`src/sv/atrlp_pkg.sv`:
```
`default_nettype none

package atrlp_pkg;

	localparam int unsigned BUFFER_BYTES_DEF = 256;

	localparam logic [7:0] CH_CR = 8'h0D;
	localparam logic [7:0] CH_LF = 8'h0A;

	localparam int N_PAT   = 7;
	localparam int PAT_MAX = 11;

	// Pattern slots; the bit of each pattern in the running hit flags
	localparam int PAT_OK     = 0;
	localparam int PAT_PROMPT = 1;
	localparam int PAT_ERROR  = 2;
	localparam int PAT_NOCARR = 3;
	localparam int PAT_CME    = 4;
	localparam int PAT_CMS    = 5;
	localparam int PAT_RING   = 6;

	localparam logic [N_PAT-1:0] ALL_HITS = '1;

	localparam logic [7:0] PAT_TEXT [N_PAT][PAT_MAX] = '{
		'{"O", "K", 8'h00, 8'h00, 8'h00, 8'h00, 8'h00, 8'h00, 8'h00, 8'h00, 8'h00},
		'{">", " ", 8'h00, 8'h00, 8'h00, 8'h00, 8'h00, 8'h00, 8'h00, 8'h00, 8'h00},
		'{"E", "R", "R", "O", "R", 8'h00, 8'h00, 8'h00, 8'h00, 8'h00, 8'h00},
		'{"N", "O", " ", "C", "A", "R", "R", "I", "E", "R", 8'h00},
		'{"+", "C", "M", "E", " ", "E", "R", "R", "O", "R", ":"},
		'{"+", "C", "M", "S", " ", "E", "R", "R", "O", "R", ":"},
		'{"R", "I", "N", "G", 8'h00, 8'h00, 8'h00, 8'h00, 8'h00, 8'h00, 8'h00}
	};

	localparam logic [3:0] PAT_LEN [N_PAT] = '{
		4'd2, 4'd2, 4'd5, 4'd10, 4'd11, 4'd11, 4'd4
	};

	typedef enum logic [1:0] {
		ACT_RX     = 2'd0,
		ACT_AWAIT  = 2'd1,
		ACT_READ   = 2'd2,
		ACT_RESET  = 2'd3
	} action_t;

	typedef enum logic [2:0] {
		EV_NONE  = 3'd0,
		EV_UNSOL = 3'd1,
		EV_OK    = 3'd2,
		EV_ERR   = 3'd3,
		EV_READ  = 3'd4
	} event_t;

	// Reduce an 8-bit index modulo depth by conditional subtraction of
	// shifted multiples, largest first.
	function automatic logic [7:0] wrap_index(input logic [7:0] idx, input int unsigned depth);
		logic [7:0]  rem;
		logic [19:0] step;
		rem = idx;
		for (int k = 7; k >= 0; k--) begin
			step = 20'(depth) << k;
			if (step <= 20'd255 && {12'd0, rem} >= step) begin
				rem = rem - step[7:0];
			end
		end
		return rem;
	endfunction

endpackage

`default_nettype wire

```
`src/sv/atrlp_req_if.sv`:
```
`default_nettype none

interface atrlp_req_if;
	logic       valid;
	logic       ready;
	logic [1:0] action;
	logic [7:0] rx_byte;
	logic       expect_prompt;
	logic [7:0] read_index;

	modport source (
		output valid, action, rx_byte, expect_prompt, read_index,
		input  ready
	);

	modport sink (
		input  valid, action, rx_byte, expect_prompt, read_index,
		output ready
	);
endinterface

`default_nettype wire

```
`src/sv/atrlp_rsp_if.sv`:
```
`default_nettype none

interface atrlp_rsp_if;
	logic       valid;
	logic       ready;
	logic [2:0] event_res;
	logic [7:0] text_start;
	logic [7:0] text_length;
	logic [7:0] read_data;

	modport source (
		output valid, event_res, text_start, text_length, read_data,
		input  ready
	);

	modport sink (
		input  valid, event_res, text_start, text_length, read_data,
		output ready
	);
endinterface

`default_nettype wire

```
`src/sv/at_response_line_parser_core.sv`:
```
`default_nettype none
// A word taken from req passes the stage 1 input register and then the stage 2 result
// register, whose contents drive rsp.
// Throughput: one word per cycle while rsp is ready; a new word is taken while a finished result
// waits at rsp, and stalls only when both the input and result stages are full and rsp is not ready.
// Reset: arst_n clears mode, fill count, line start and stage valid flags and sets the prefix flags at once;
// the line buffer RAM is not cleared and needs no clearing pass.

module at_response_line_parser_core #(
	parameter int unsigned BUFFER_BYTES = atrlp_pkg::BUFFER_BYTES_DEF
) (
	input wire logic     clk,
	input wire logic     arst_n,
	atrlp_req_if.sink    req,
	atrlp_rsp_if.source  rsp
);

	localparam int unsigned AW  = $clog2(BUFFER_BYTES);
	localparam int unsigned CAP = BUFFER_BYTES - 1;

	typedef enum logic [1:0] {
		MODE_IDLE   = 2'd0,
		MODE_LINES  = 2'd1,
		MODE_PROMPT = 2'd2
	} mode_t;

	// Parser state
	mode_t                         mode_q;
	logic [AW-1:0]                 fill_q;
	logic [AW-1:0]                 begin_q;
	logic [atrlp_pkg::N_PAT-1:0]   hits_q;

	// Stage 1: input register
	logic                          valid_s1;
	atrlp_pkg::action_t            action_s1;
	logic [7:0]                    rx_s1;
	logic                          prompt_s1;
	logic                          byp_s1;
	logic [7:0]                    byp_data_s1;

	// Stage 2: result register
	logic                          valid_s2;
	atrlp_pkg::event_t             event_s2;
	logic [7:0]                    start_s2;
	logic [7:0]                    length_s2;
	logic [7:0]                    data_s2;

	logic                          advance;
	logic                          accept;

	// Buffer RAM port signals
	logic                          wr_en;
	logic [AW-1:0]                 rd_addr;
	logic                          rd_en;
	logic [7:0]                    ram_q;
	logic [7:0]                    ch;

	// Per-word combinational results
	logic                          stored;
	logic [AW-1:0]                 pos;
	logic [AW-1:0]                 fill_inc;
	logic [AW-1:0]                 cnt;
	logic [AW-1:0]                 text_end;
	logic [AW-1:0]                 tlen;
	logic [atrlp_pkg::N_PAT-1:0]   hits_t;
	logic [atrlp_pkg::N_PAT-1:0]   hit;
	logic                          is_prompt;
	logic                          line_end;

	mode_t                         mode_n;
	logic [AW-1:0]                 fill_n;
	logic [AW-1:0]                 begin_n;
	logic [atrlp_pkg::N_PAT-1:0]   hits_n;
	atrlp_pkg::event_t             event_n;
	logic [AW-1:0]                 start_n;
	logic [AW-1:0]                 length_n;
	logic [7:0]                    data_n;

	// Advance stage 1 when the result register is empty or being drained
	assign advance   = valid_s1 && (!valid_s2 || rsp.ready);
	assign req.ready = !valid_s1 || advance;
	assign accept    = req.valid && req.ready;

	// CR is stored as LF
	assign ch = (rx_s1 == atrlp_pkg::CH_CR) ? atrlp_pkg::CH_LF : rx_s1;

	assign rd_en   = accept && (atrlp_pkg::action_t'(req.action) == atrlp_pkg::ACT_READ);
	assign rd_addr = AW'(atrlp_pkg::wrap_index(req.read_index, BUFFER_BYTES));
	assign wr_en   = advance && (action_s1 == atrlp_pkg::ACT_RX) && stored;

	atrlp_ram #(
		.WIDTH (8),
		.DEPTH (BUFFER_BYTES)
	) u_buf (
		.clk   (clk),
		.we    (wr_en),
		.waddr (fill_q),
		.wdata (ch),
		.re    (rd_en),
		.raddr (rd_addr),
		.rdata (ram_q)
	);

	// Running prefix flags and line end decision for a received byte
	always_comb begin
		stored   = fill_q < AW'(CAP);
		pos      = fill_q - begin_q;
		hits_t   = hits_q;
		if (stored && ch != atrlp_pkg::CH_LF) begin
			for (int i = 0; i < atrlp_pkg::N_PAT; i++) begin
				if (pos < AW'(atrlp_pkg::PAT_LEN[i]) &&
				    atrlp_pkg::PAT_TEXT[i][pos[3:0]] != ch) begin
					hits_t[i] = 1'b0;
				end
			end
		end
		fill_inc = fill_q + AW'(stored);
		cnt      = fill_inc - begin_q;
		// "> " at the line start, both bytes held as non line-end bytes
		is_prompt = (mode_q == MODE_PROMPT) && (cnt == AW'(2)) &&
		            hits_t[atrlp_pkg::PAT_PROMPT] &&
		            !(stored && ch == atrlp_pkg::CH_LF);
		line_end = (ch == atrlp_pkg::CH_LF) || is_prompt;
		// A stored LF is the separator, not part of the text
		text_end = (ch == atrlp_pkg::CH_LF && stored) ? fill_q : fill_inc;
		tlen     = text_end - begin_q;
		for (int i = 0; i < atrlp_pkg::N_PAT; i++) begin
			hit[i] = hits_t[i] && (tlen >= AW'(atrlp_pkg::PAT_LEN[i]));
		end
	end

	// Next state and result for the word in stage 1
	always_comb begin
		mode_n   = mode_q;
		fill_n   = fill_q;
		begin_n  = begin_q;
		hits_n   = hits_q;
		event_n  = atrlp_pkg::EV_NONE;
		start_n  = '0;
		length_n = '0;
		data_n   = '0;
		case (action_s1)
			atrlp_pkg::ACT_RX: begin
				fill_n = fill_inc;
				hits_n = hits_t;
				if (line_end) begin
					if (hit[atrlp_pkg::PAT_RING] || mode_q == MODE_IDLE) begin
						// Report the line, then drop it from the buffer
						event_n  = atrlp_pkg::EV_UNSOL;
						start_n  = begin_q;
						length_n = tlen;
						fill_n   = begin_q;
						hits_n   = atrlp_pkg::ALL_HITS;
					end else if (hit[atrlp_pkg::PAT_ERROR] || hit[atrlp_pkg::PAT_NOCARR] ||
					             hit[atrlp_pkg::PAT_CME] || hit[atrlp_pkg::PAT_CMS]) begin
						event_n  = atrlp_pkg::EV_ERR;
						length_n = text_end;
						mode_n   = MODE_IDLE;
						fill_n   = '0;
						begin_n  = '0;
						hits_n   = atrlp_pkg::ALL_HITS;
					end else if (hit[atrlp_pkg::PAT_OK] || hit[atrlp_pkg::PAT_PROMPT]) begin
						event_n  = atrlp_pkg::EV_OK;
						length_n = text_end;
						mode_n   = MODE_IDLE;
						fill_n   = '0;
						begin_n  = '0;
						hits_n   = atrlp_pkg::ALL_HITS;
					end else begin
						// Intermediate line: keep it unless empty
						if (tlen == '0) begin
							fill_n = begin_q;
						end else begin
							begin_n = fill_inc;
						end
						hits_n = atrlp_pkg::ALL_HITS;
					end
				end
			end
			atrlp_pkg::ACT_AWAIT: begin
				mode_n = prompt_s1 ? MODE_PROMPT : MODE_LINES;
			end
			atrlp_pkg::ACT_READ: begin
				event_n = atrlp_pkg::EV_READ;
				data_n  = byp_s1 ? byp_data_s1 : ram_q;
			end
			atrlp_pkg::ACT_RESET: begin
				mode_n  = MODE_IDLE;
				fill_n  = '0;
				begin_n = '0;
				hits_n  = atrlp_pkg::ALL_HITS;
			end
			default: begin
				mode_n = mode_q;
			end
		endcase
	end

	// Control state
	always_ff @(posedge clk or negedge arst_n) begin
		if (!arst_n) begin
			mode_q   <= MODE_IDLE;
			fill_q   <= '0;
			begin_q  <= '0;
			hits_q   <= atrlp_pkg::ALL_HITS;
			valid_s1 <= 1'b0;
			valid_s2 <= 1'b0;
		end else begin
			if (accept) begin
				valid_s1 <= 1'b1;
			end else if (advance) begin
				valid_s1 <= 1'b0;
			end
			if (advance) begin
				mode_q   <= mode_n;
				fill_q   <= fill_n;
				begin_q  <= begin_n;
				hits_q   <= hits_n;
				valid_s2 <= 1'b1;
			end else if (rsp.ready) begin
				valid_s2 <= 1'b0;
			end
		end
	end

	// Payload registers
	always_ff @(posedge clk) begin
		if (accept) begin
			action_s1   <= atrlp_pkg::action_t'(req.action);
			rx_s1       <= req.rx_byte;
			prompt_s1   <= req.expect_prompt;
			// Hold the byte written at the same edge as the read
			byp_s1      <= wr_en && (fill_q == rd_addr);
			byp_data_s1 <= ch;
		end
		if (advance) begin
			event_s2  <= event_n;
			start_s2  <= 8'(start_n);
			length_s2 <= 8'(length_n);
			data_s2   <= data_n;
		end
	end

	assign rsp.valid       = valid_s2;
	assign rsp.event_res   = event_s2;
	assign rsp.text_start  = start_s2;
	assign rsp.text_length = length_s2;
	assign rsp.read_data   = data_s2;

	// Line start never passes the fill point, which never passes capacity
	a_fill_order: assert property (@(posedge clk) disable iff (!arst_n)
		begin_q <= fill_q && fill_q <= AW'(CAP))
		else $error("line start or fill count out of order");

	// A final response leaves the parser idle with an empty buffer
	a_final_idle: assert property (@(posedge clk) disable iff (!arst_n)
		advance && (event_n == atrlp_pkg::EV_OK || event_n == atrlp_pkg::EV_ERR)
		|=> mode_q == MODE_IDLE && fill_q == '0 && begin_q == '0)
		else $error("final response did not return to idle");

	// Buffer writes only from a received byte leaving stage 1
	a_write_src: assert property (@(posedge clk) disable iff (!arst_n)
		wr_en |-> valid_s1 && action_s1 == atrlp_pkg::ACT_RX && fill_q < AW'(CAP))
		else $error("buffer write without a stored byte");

	// Read results carry no text span
	a_read_span: assert property (@(posedge clk) disable iff (!arst_n)
		valid_s2 && event_s2 == atrlp_pkg::EV_READ |-> start_s2 == '0 && length_s2 == '0)
		else $error("read result with a text span");

endmodule

`default_nettype wire

```
`src/sv/atrlp_ram.sv`:
```
`default_nettype none

module atrlp_ram #(
	parameter int unsigned WIDTH = 8,
	parameter int unsigned DEPTH = 256
) (
	input  wire logic                     clk,
	input  wire logic                     we,
	input  wire logic [$clog2(DEPTH)-1:0] waddr,
	input  wire logic [WIDTH-1:0]         wdata,
	input  wire logic                     re,
	input  wire logic [$clog2(DEPTH)-1:0] raddr,
	output logic      [WIDTH-1:0]         rdata
);

	logic [WIDTH-1:0] mem [DEPTH];

	// Read returns the old word on a same-address write
	always_ff @(posedge clk) begin
		if (we) begin
			mem[waddr] <= wdata;
		end
		if (re) begin
			rdata <= mem[raddr];
		end
	end

endmodule

`default_nettype wire
```
`src/flat_wrapper.sv`:
```
// flat-port wrapper written by rule: the top's interface ports become plain ports
module at_response_line_parser_core_flat 
#(
	parameter int unsigned BUFFER_BYTES = atrlp_pkg::BUFFER_BYTES_DEF
)
  (clk, arst_n, req_valid, req_action, req_rx_byte, req_expect_prompt, req_read_index, req_ready, rsp_valid, rsp_event_res, rsp_text_start, rsp_text_length, rsp_read_data, rsp_ready);
  atrlp_req_if req_i ();
  atrlp_rsp_if rsp_i ();
  input wire logic clk;
  input wire logic arst_n;
  input wire logic [$bits(req_i.valid)-1:0] req_valid;
  input wire logic [$bits(req_i.action)-1:0] req_action;
  input wire logic [$bits(req_i.rx_byte)-1:0] req_rx_byte;
  input wire logic [$bits(req_i.expect_prompt)-1:0] req_expect_prompt;
  input wire logic [$bits(req_i.read_index)-1:0] req_read_index;
  output wire logic [$bits(req_i.ready)-1:0] req_ready;
  output wire logic [$bits(rsp_i.valid)-1:0] rsp_valid;
  output wire logic [$bits(rsp_i.event_res)-1:0] rsp_event_res;
  output wire logic [$bits(rsp_i.text_start)-1:0] rsp_text_start;
  output wire logic [$bits(rsp_i.text_length)-1:0] rsp_text_length;
  output wire logic [$bits(rsp_i.read_data)-1:0] rsp_read_data;
  input wire logic [$bits(rsp_i.ready)-1:0] rsp_ready;
  assign req_i.valid = req_valid;
  assign req_i.action = req_action;
  assign req_i.rx_byte = req_rx_byte;
  assign req_i.expect_prompt = req_expect_prompt;
  assign req_i.read_index = req_read_index;
  assign req_ready = req_i.ready;
  assign rsp_valid = rsp_i.valid;
  assign rsp_event_res = rsp_i.event_res;
  assign rsp_text_start = rsp_i.text_start;
  assign rsp_text_length = rsp_i.text_length;
  assign rsp_read_data = rsp_i.read_data;
  assign rsp_i.ready = rsp_ready;
  at_response_line_parser_core #(.BUFFER_BYTES(BUFFER_BYTES)) u_core (.clk(clk), .arst_n(arst_n), .req(req_i), .rsp(rsp_i));
endmodule
```
`config.mk`:
```
export PLATFORM = sky130hd
export DESIGN_NAME = at_response_line_parser_core_flat
export DESIGN_NICKNAME = d
export VERILOG_FILES = /design/src/sv/atrlp_pkg.sv /design/src/sv/atrlp_req_if.sv /design/src/sv/atrlp_rsp_if.sv /design/src/sv/at_response_line_parser_core.sv /design/src/sv/atrlp_ram.sv /design/src/flat_wrapper.sv
export SDC_FILE = /design/constraint.sdc
export NUM_CORES = 2
export LEC_CHECK = 0
export BUFFER_PORTS_ARGS = -buffer_cell sky130_fd_sc_hd__buf_2
export CAP_MARGIN = 20
export CORE_MARGIN = 8
export CORE_UTILIZATION = 50
export CTS_CLUSTER_SIZE = 8
export DETAILED_ROUTE_END_ITERATION = 6
export PLACE_DENSITY = 0.72
export SETUP_SLACK_MARGIN = 0.4
export SKIP_LAST_GASP = 1
export SLEW_MARGIN = 20
export SYNTH_ARGS = -nofsm -noshare
export SYNTH_HDL_FRONTEND = slang
export SYNTH_SLANG_ARGS = --single-unit
```
`constraint.sdc`:
```
create_clock -name clk -period 16.5 [get_ports clk]
set_input_delay 3.3 -clock clk [delete_from_list [all_inputs] [get_ports clk]]
set_output_delay 3.3 -clock clk [all_outputs]
set_load 0.005 [all_outputs]
```
==> Word-level counts from Yosys, hierarchy flattened <==
Memory sizes are Yosys's and may differ from the RTL's. A register that Yosys moved wholly into a read port is not among the register bits.
Index checks and enable logic that the tools add are counted.
{ "op_classes": {"magnitude_cmp": 12, "bitwise_logic": 1, "eq_ne": 20, "addsub": 4, "n_reduce_logical": 48, "n_mux": 55} }
{ "ops": {"columns": ["op", "count"], "rows": [
  ["two-way mux 8 bit", 26],
  ["inequality test 8 bit", 7],
  ["one-hot mux 8 bit (2 select lines)", 2],
  ["logical AND 1 bit", 25],
  ["subtractor 8 bit", 3],
  ["equality test 8 x 4 -> 1 bit (second input constant)", 2],
  ["greater-or-equal comparator 8 x 3 -> 1 bit (second input constant)", 2],
  ["greater-or-equal comparator 8 x 4 -> 1 bit (second input constant)", 2],
  ["less-than comparator 8 x 3 -> 1 bit (second input constant)", 2],
  ["less-than comparator 8 x 4 -> 1 bit (second input constant)", 2],
  ["two-way mux 7 bit", 2],
  ["one-hot mux 7 bit (2 select lines)", 1],
  ["two-way mux 1 bit", 13],
  ["two-way mux 2 bit", 6],
  ["two-way mux 3 bit", 3],
  ["adder 8 x 1 -> 8 bit", 1],
  ["equality test 2 bit (second input constant)", 4],
  ["equality test 8 x 2 -> 1 bit (second input constant)", 1],
  ["equality test 8 bit", 1],
  ["greater-or-equal comparator 8 x 2 -> 1 bit (second input constant)", 1],
  ["zero test 8 bit", 1],
  ["logical OR 1 bit", 8],
  ["less-than comparator 8 x 2 -> 1 bit (second input constant)", 1],
  ["less-than comparator 8 bit (second input constant)", 1],
  ["16 further kinds", 23]
]} }
{ "totals": {"ram_bits": 2048, "ff_bits": 74, "in_bits": 23, "n_memories": 8, "elab_cells": 163, "romBits": 896} }
{ "memory_table": {"columns": ["name", "depth", "width", "read_ports", "rd_clocked_by_memory_dff", "wr", "line_no", "text"], "rows": [
  ["u_core.u_buf.mem", 256, 8, 1, 1, 1, "atrlp_ram.sv:16", "logic [WIDTH-1:0] mem [DEPTH];"],
  ["(no name shown)", 16, 8, 1, 0, 0, "at_response_line_parser_core.sv:112", "atrlp_pkg::PAT_TEXT[i][pos[3:0]] != ch) begin"],
  ["(no name shown)", 16, 8, 1, 0, 0, "at_response_line_parser_core.sv:112", null],
  ["(no name shown)", 16, 8, 1, 0, 0, "at_response_line_parser_core.sv:112", null],
  ["(no name shown)", 16, 8, 1, 0, 0, "at_response_line_parser_core.sv:112", null],
  ["(no name shown)", 16, 8, 1, 0, 0, "at_response_line_parser_core.sv:112", null],
  ["2 more memories", null, null, null, null, null, null, null]
]} }

==> Depth between registers and ports, before layout <==
{ "logic_depth": {"ltp_word": 17, "mapped_depth": 23} }

==> By module <==
Synthesis repeated with hierarchy kept, for this count alone.
{ "unflattened": {"hier_cells": 4366, "area_unflattened_um2": 85589.6} }
{ "modules_own_cells": {"columns": ["module", "instances", "area_each_um2", "cells_each"], "rows": [
  ["atrlp_ram", 1, 79636.4, 3733],
  ["at_response_line_parser_core", 1, 5953.2, 633]
]} }

==> Worst setup path after synthesis <==
No wires, ideal clock.
{ "synth_timing": {"kind": "reg2reg", "start": "register u_core.rx_s1[1]", "end": "register u_core.length_s2[7], in the netlist u_core.rsp.text_length[7], data pin", "required_ns": 16.356, "period_less_slack_ns": 6.991, "stages_incl_launch_ff": 11, "arrival_time_ns": 6.847, "setup_time_ns": 0.144, "path_buffers": 1, "setup_slack_ns": 9.509, "path_cell_list": "edfxtp_1 > buf_2 > nor2_1 > a31oi_2 > and3b_1 > nor3_1 > nand4_1 > a31oi_4 > nor3_2 > o41a_1 > o21ai_1"} }
{ "synth_via": {"elab_chain_len": 13, "word_cells_on_any_way": 55, "cone_classes": "add/sub: 1; order compare: 5; eq/ne: 10; mux: 13; reduce/logical: 26"} }
{ "synth_lines": {"columns": ["item", "line_no", "text"], "rows": [
  ["from (decl)", "at_response_line_parser_core.sv:36", "logic [7:0] rx_s1;"],
  ["from (signal assigned)", "at_response_line_parser_core.sv:230", "rx_s1 <= req.rx_byte;"],
  ["equality test 8 x 4 -> 1 bit *", "at_response_line_parser_core.sv:85", "assign ch = (rx_s1 == atrlp_pkg::CH_CR) ? atrlp_pkg::CH_LF : rx_s1;"],
  ["two-way mux 8 bit *", "at_response_line_parser_core.sv:85", null],
  ["net u_core.ch[2]", "at_response_line_parser_core.sv:56", "logic [7:0] ch;"],
  ["equality test 8 x 4 -> 1 bit", "at_response_line_parser_core.sv:122, at_response_line_parser_core.sv:123, at_response_line_parser_core.sv:125", null],
  ["logical AND 1 bit", "at_response_line_parser_core.sv:122, at_response_line_parser_core.sv:125", null],
  ["two-way mux 8 bit", "at_response_line_parser_core.sv:125", "text_end = (ch == atrlp_pkg::CH_LF && stored) ? fill_q : fill_inc;"],
  ["subtractor 8 bit", "at_response_line_parser_core.sv:126", "tlen = text_end - begin_q;"],
  ["greater-or-equal comparator 8 x 3 -> 1 bit / greater-or-equal comparator 8 x 4 -> 1 bit (equally long branches)", "at_response_line_parser_core.sv:128", "hit[i] = hits_t[i] && (tlen >= AW'(atrlp_pkg::PAT_LEN[i]));"],
  ["logical AND 1 bit", "at_response_line_parser_core.sv:128", null],
  ["logical OR 1 bit (2 in series)", "at_response_line_parser_core.sv:154", "end else if (hit[atrlp_pkg::PAT_ERROR] || hit[atrlp_pkg::PAT_NOCARR] ||"],
  ["logical OR 1 bit", "at_response_line_parser_core.sv:155", "hit[atrlp_pkg::PAT_CME] || hit[atrlp_pkg::PAT_CMS]) begin"],
  ["two-way mux 8 bit", "at_response_line_parser_core.sv:154", null],
  ["two-way mux 8 bit", "at_response_line_parser_core.sv:147", "if (hit[atrlp_pkg::PAT_RING] || mode_q == MODE_IDLE) begin"],
  ["to (signal assigned)", "at_response_line_parser_core.sv:239", "length_s2 <= 8'(length_n);"],
  ["to (decl)", "at_response_line_parser_core.sv:45", "logic [7:0] length_s2;"]
]} }
Mark *: on every way through the listed nets, which the timed path passes. The rest lies on a longest branch.
A chain may end at the register's enable or synchronous reset.

==> results.md <==
- Status: completed
- DR vias: 41053
- Most numerous cell on the critical path: mux4_2
- Fmax: between 0.1 and 0.15 GHz
- Worst IR Drop VDD: 79.93 µV
- Worst-path clk slew: 60 ps
- Avg Cell Area, Syn: about 22 µm²
- Final worst-path cycle share: 0.4326
- Reg2Reg Setup Slack: about 11000 ps
- Worst-margin pin slew: 1147 ps
- Router iterations before antenna repair: 6
- TritonCTS clock tree: yes
- Hold Crit Class: flop to flop
- RSZ-0062 raised after global routing: no
- Critical-path maximum fanout: 94
- Reg-to-reg endpoint: u_core.fill_q[6]$_DFFE_PN0P_
- RR Startpoint: u_core.fill_q[6]$_DFFE_PN0P_
- Post-synth EDFFs: about 2100
- Rel. slew slack: 0.2329
- Sequential-to-total area share from yosys stat: 0.7529
- Initial antenna violation count: 9
- Cts repair resizes: 0
- Clock Latency Late Sink: between 900 and 1000 ps
- DR vias/cell: about 6.5
- Worst hold path cell count: 2
- Setup TNS Final: 0 ps
- Cell Chain, Critical Path: buf_8 > buf_12 > buf_4 > mux4_2 > mux4_2 > mux4_2 > mux4_2
- Detailed router's first-iteration violation count: 5020
- Overflow after GRT: 0
- Share of cells above drive strength 1: 0.2850
- Crit-path slowest cell: buf_4
- Endpoints failing setup: 0
- Slew Limit Fails: 0
- Hold wc startpoint: u_core.hits_q[5]$_DFFE_PN1P_
- Main synth FF type: edfxtp_1
- Syn. warnings: 0
- I/O Buffers: 51
- Tot GR Track Use: 0.2186
- Crit path largest cell delay: 840 ps
- Fillers: between 10000 and 15000
- DRT Wirelength: 200.2 mm
- Ys async rst share: 0.01268
- Leak: 29.83 nW
- Critical Path RT: between 15000 and 20000 ps
- Die Width: approximately 430 µm
- Global-route wire length before repair: between 200 and 300 mm
- Root Driver: clkbuf_16
- Largest net degree at the start of global routing: 266
- Post-CTS setup buffers: 0
- Die area: roughly 180000 µm²
- Hold Path End: u_core.hits_q[5]$_DFFE_PN1P_
- DP HPWL: between 100 and 150 mm
- H-tree Lvls: 5
- Final hold slack: just under 500 ps
- Die span in y: ~430 µm
- Post-DR wirelength/cell: roughly 32 µm
- Core Region: approximately 170000 µm²
- Critical Path Start Type: input port
- FF+latch count, synth: roughly 2100
- Hold Buf Count CTS: 0
- Final hold violation count: 0
- Fin crit period: 7138 ps
- RePlAce Congestion: about 0.86
- Row cnt: around 150
- Synth unique cells: slightly above 90
- Final ANT Viol Nets: 0
- Initial cell density of the core: 0.5020
- Clk sink count: between 2000 and 2500
- Critical Path End Type: flop
- CTS Buf Count: 316
- DRC: 0
- P per Cell Area: 133.9 nW/µm²
- Vias in the first global route: 41761
- Critical Path AT: ~7800 ps
- Area Overhead vs Synth: 13.11%
- Number of max-cap violations: 0
- R2R depth: 16
- Clock buffer depth: 4
- Cell area after synthesis: approximately 85000 µm²
- Worst Skew: between 60 and 70 ps
- Cells after Synth: between 3000 and 4000
- # IOs: 52
- Critical path class: input port to flop
- Final nets: 4107
## worst max-delay path, delay by kind of cell
family / cells / cell delay (ps)
buffers and inverters: 3 / 1980
multiplexers: 4 / 2190
## metal layers
layer | wire length [µm] | global-route usage
met1 | 75930 | 0.3027
met2 | 97880 | 0.3494
met3 | 19690 | 0.04650
met4 | 6662 | 0.07618
met5 | 46 | 0
## final cells by class
type                    instances  area (µm²)  area share
diodes                          5       12.51   0.0001305
repair buffers                109       952.2    0.009928
multi-input cells            1455       20020      0.2088
inverters                      34       142.6    0.001487
clock inverters                 7       60.06   0.0006262
flip-flops and latches       2130       63840      0.6656
well taps                    2218        2775     0.02894
clock buffers                 335        8107     0.08453
## cell usage in the layout, fill, tap and decap left out, drive strengths merged, types with 13 or more instances in the layout
cell type  instances
mux2i             24
and2              13
nor2b             15
nor2             296
mux4             680
o21ai             24
dfrtp             20
clkbuf           335
nor3              18
a21oi             24
ha                37
a31oi             17
buf              109
nand2             62
edfxtp          2103
xnor2             39
nand3             27
inv               38
## worst max path at each step
stage,startpoint,endpoint,slack [ps],cells past startpoint
6_report,req_read_index[0],u_core.u_buf.rdata[1]$_DFFE_PP_,9360,7
5_1_grt,req_read_index[0],u_core.u_buf.rdata[7]$_DFFE_PP_,9070,7
4_1_cts,req_read_index[0],u_core.u_buf.rdata[7]$_DFFE_PP_,9290,7
3_5_place_dp,req_read_index[0],u_core.u_buf.rdata[6]$_DFFE_PP_,8340,7
3_3_place_gp,req_read_index[0],u_core.u_buf.rdata[6]$_DFFE_PP_,8350,7
2_1_floorplan,u_core.rx_s1[1]$_DFFE_PP_,u_core.rsp.text_length[7]$_SDFFCE_PN0P_,9510,10
## cells in the mapped netlist (all sizes together) (4+ instances only)
master	n	area, µm²
nand2b	12	75.07
a32o	7	71.32
o22ai	10	68.81
dfstp	7	183.9
a21o	7	52.55
mux4	680	15310
clkbuf	142	533.0
nand2	62	235.2
mux2i	24	240.2
nand3b	4	30.03
o31ai	7	57.55
xor2	8	70.07
nand4	10	62.56
nand3	27	140.1
nor2b	15	93.84
nor4b	6	58.80
and2	13	81.33
xnor2	39	341.6
dfrtp	20	500.5
nor3	18	100.1
a21boi	5	37.54
a21oi	24	123.9
o21a	11	82.58
and3b	4	35.03
nor2	296	1114
nor3b	6	50.05
edfxtp	2103	63150
inv	34	127.6
o21ai	24	120.1
ha	37	462.9
buf	77	319.1
o211ai	5	37.54
a22o	5	43.79
a31oi	17	133.9
a211oi	5	50.05
nor4	8	95.09
## sequential cells by signal, indices dropped and copies added (netlist names), 2 cells and up
name and cells:
u_core.u_buf.mem 2048, u_core.begin_q 8, u_core.byp_data_s1 8, u_core.fill_q 8
u_core.rsp.read_data 8, u_core.rsp.text_length 8, u_core.rsp.text_start 8, u_core.rx_s1 8
u_core.u_buf.rdata 8, u_core.hits_q 7, u_core.rsp.event_res 3, u_core.action_s1 2
u_core.mode_q 2
## per-stage QoR
step | total power [mW] | setup WS, ps | instances | cell area (µm²) | utilization
after global placement | 7.397 | 8350 | 5940 | 87580 | 0.5185
after CTS | 12.89 | 9295 | 6283 | 95770 | 0.5670
after floorplan | 7.076 | 9509 | 3838 | 84810 | -
final | 12.84 | 9362 | 6293 | 95900 | 0.5678
after global routing | 13.21 | 9067 | 6289 | 95890 | 0.5677
after detailed placement | 7.420 | 8342 | 5941 | 87600 | 0.5187
## where the power goes
| part | switching [mW] | internal (mW) |
|---|---|---|
| Clock | 2.10 | 3.41 |
| Combinational | 0.799 | 0.474 |
| Sequential | 0.0533 | 6.02 |
| Total | 2.95 | 9.90 |
## logic make-up after synthesis
family	synth area share
AO/OA/AOI/OAI	0.01405
XOR/XNOR	0.004855
adder cells (fa/ha/maj)	0.005696
buffers and inverters	0.01155
flip-flops	0.7529
multiplexers	0.1839
other	0.00004423
AND/OR/NAND/NOR	0.02706
(Power assumes the default switching activity.)
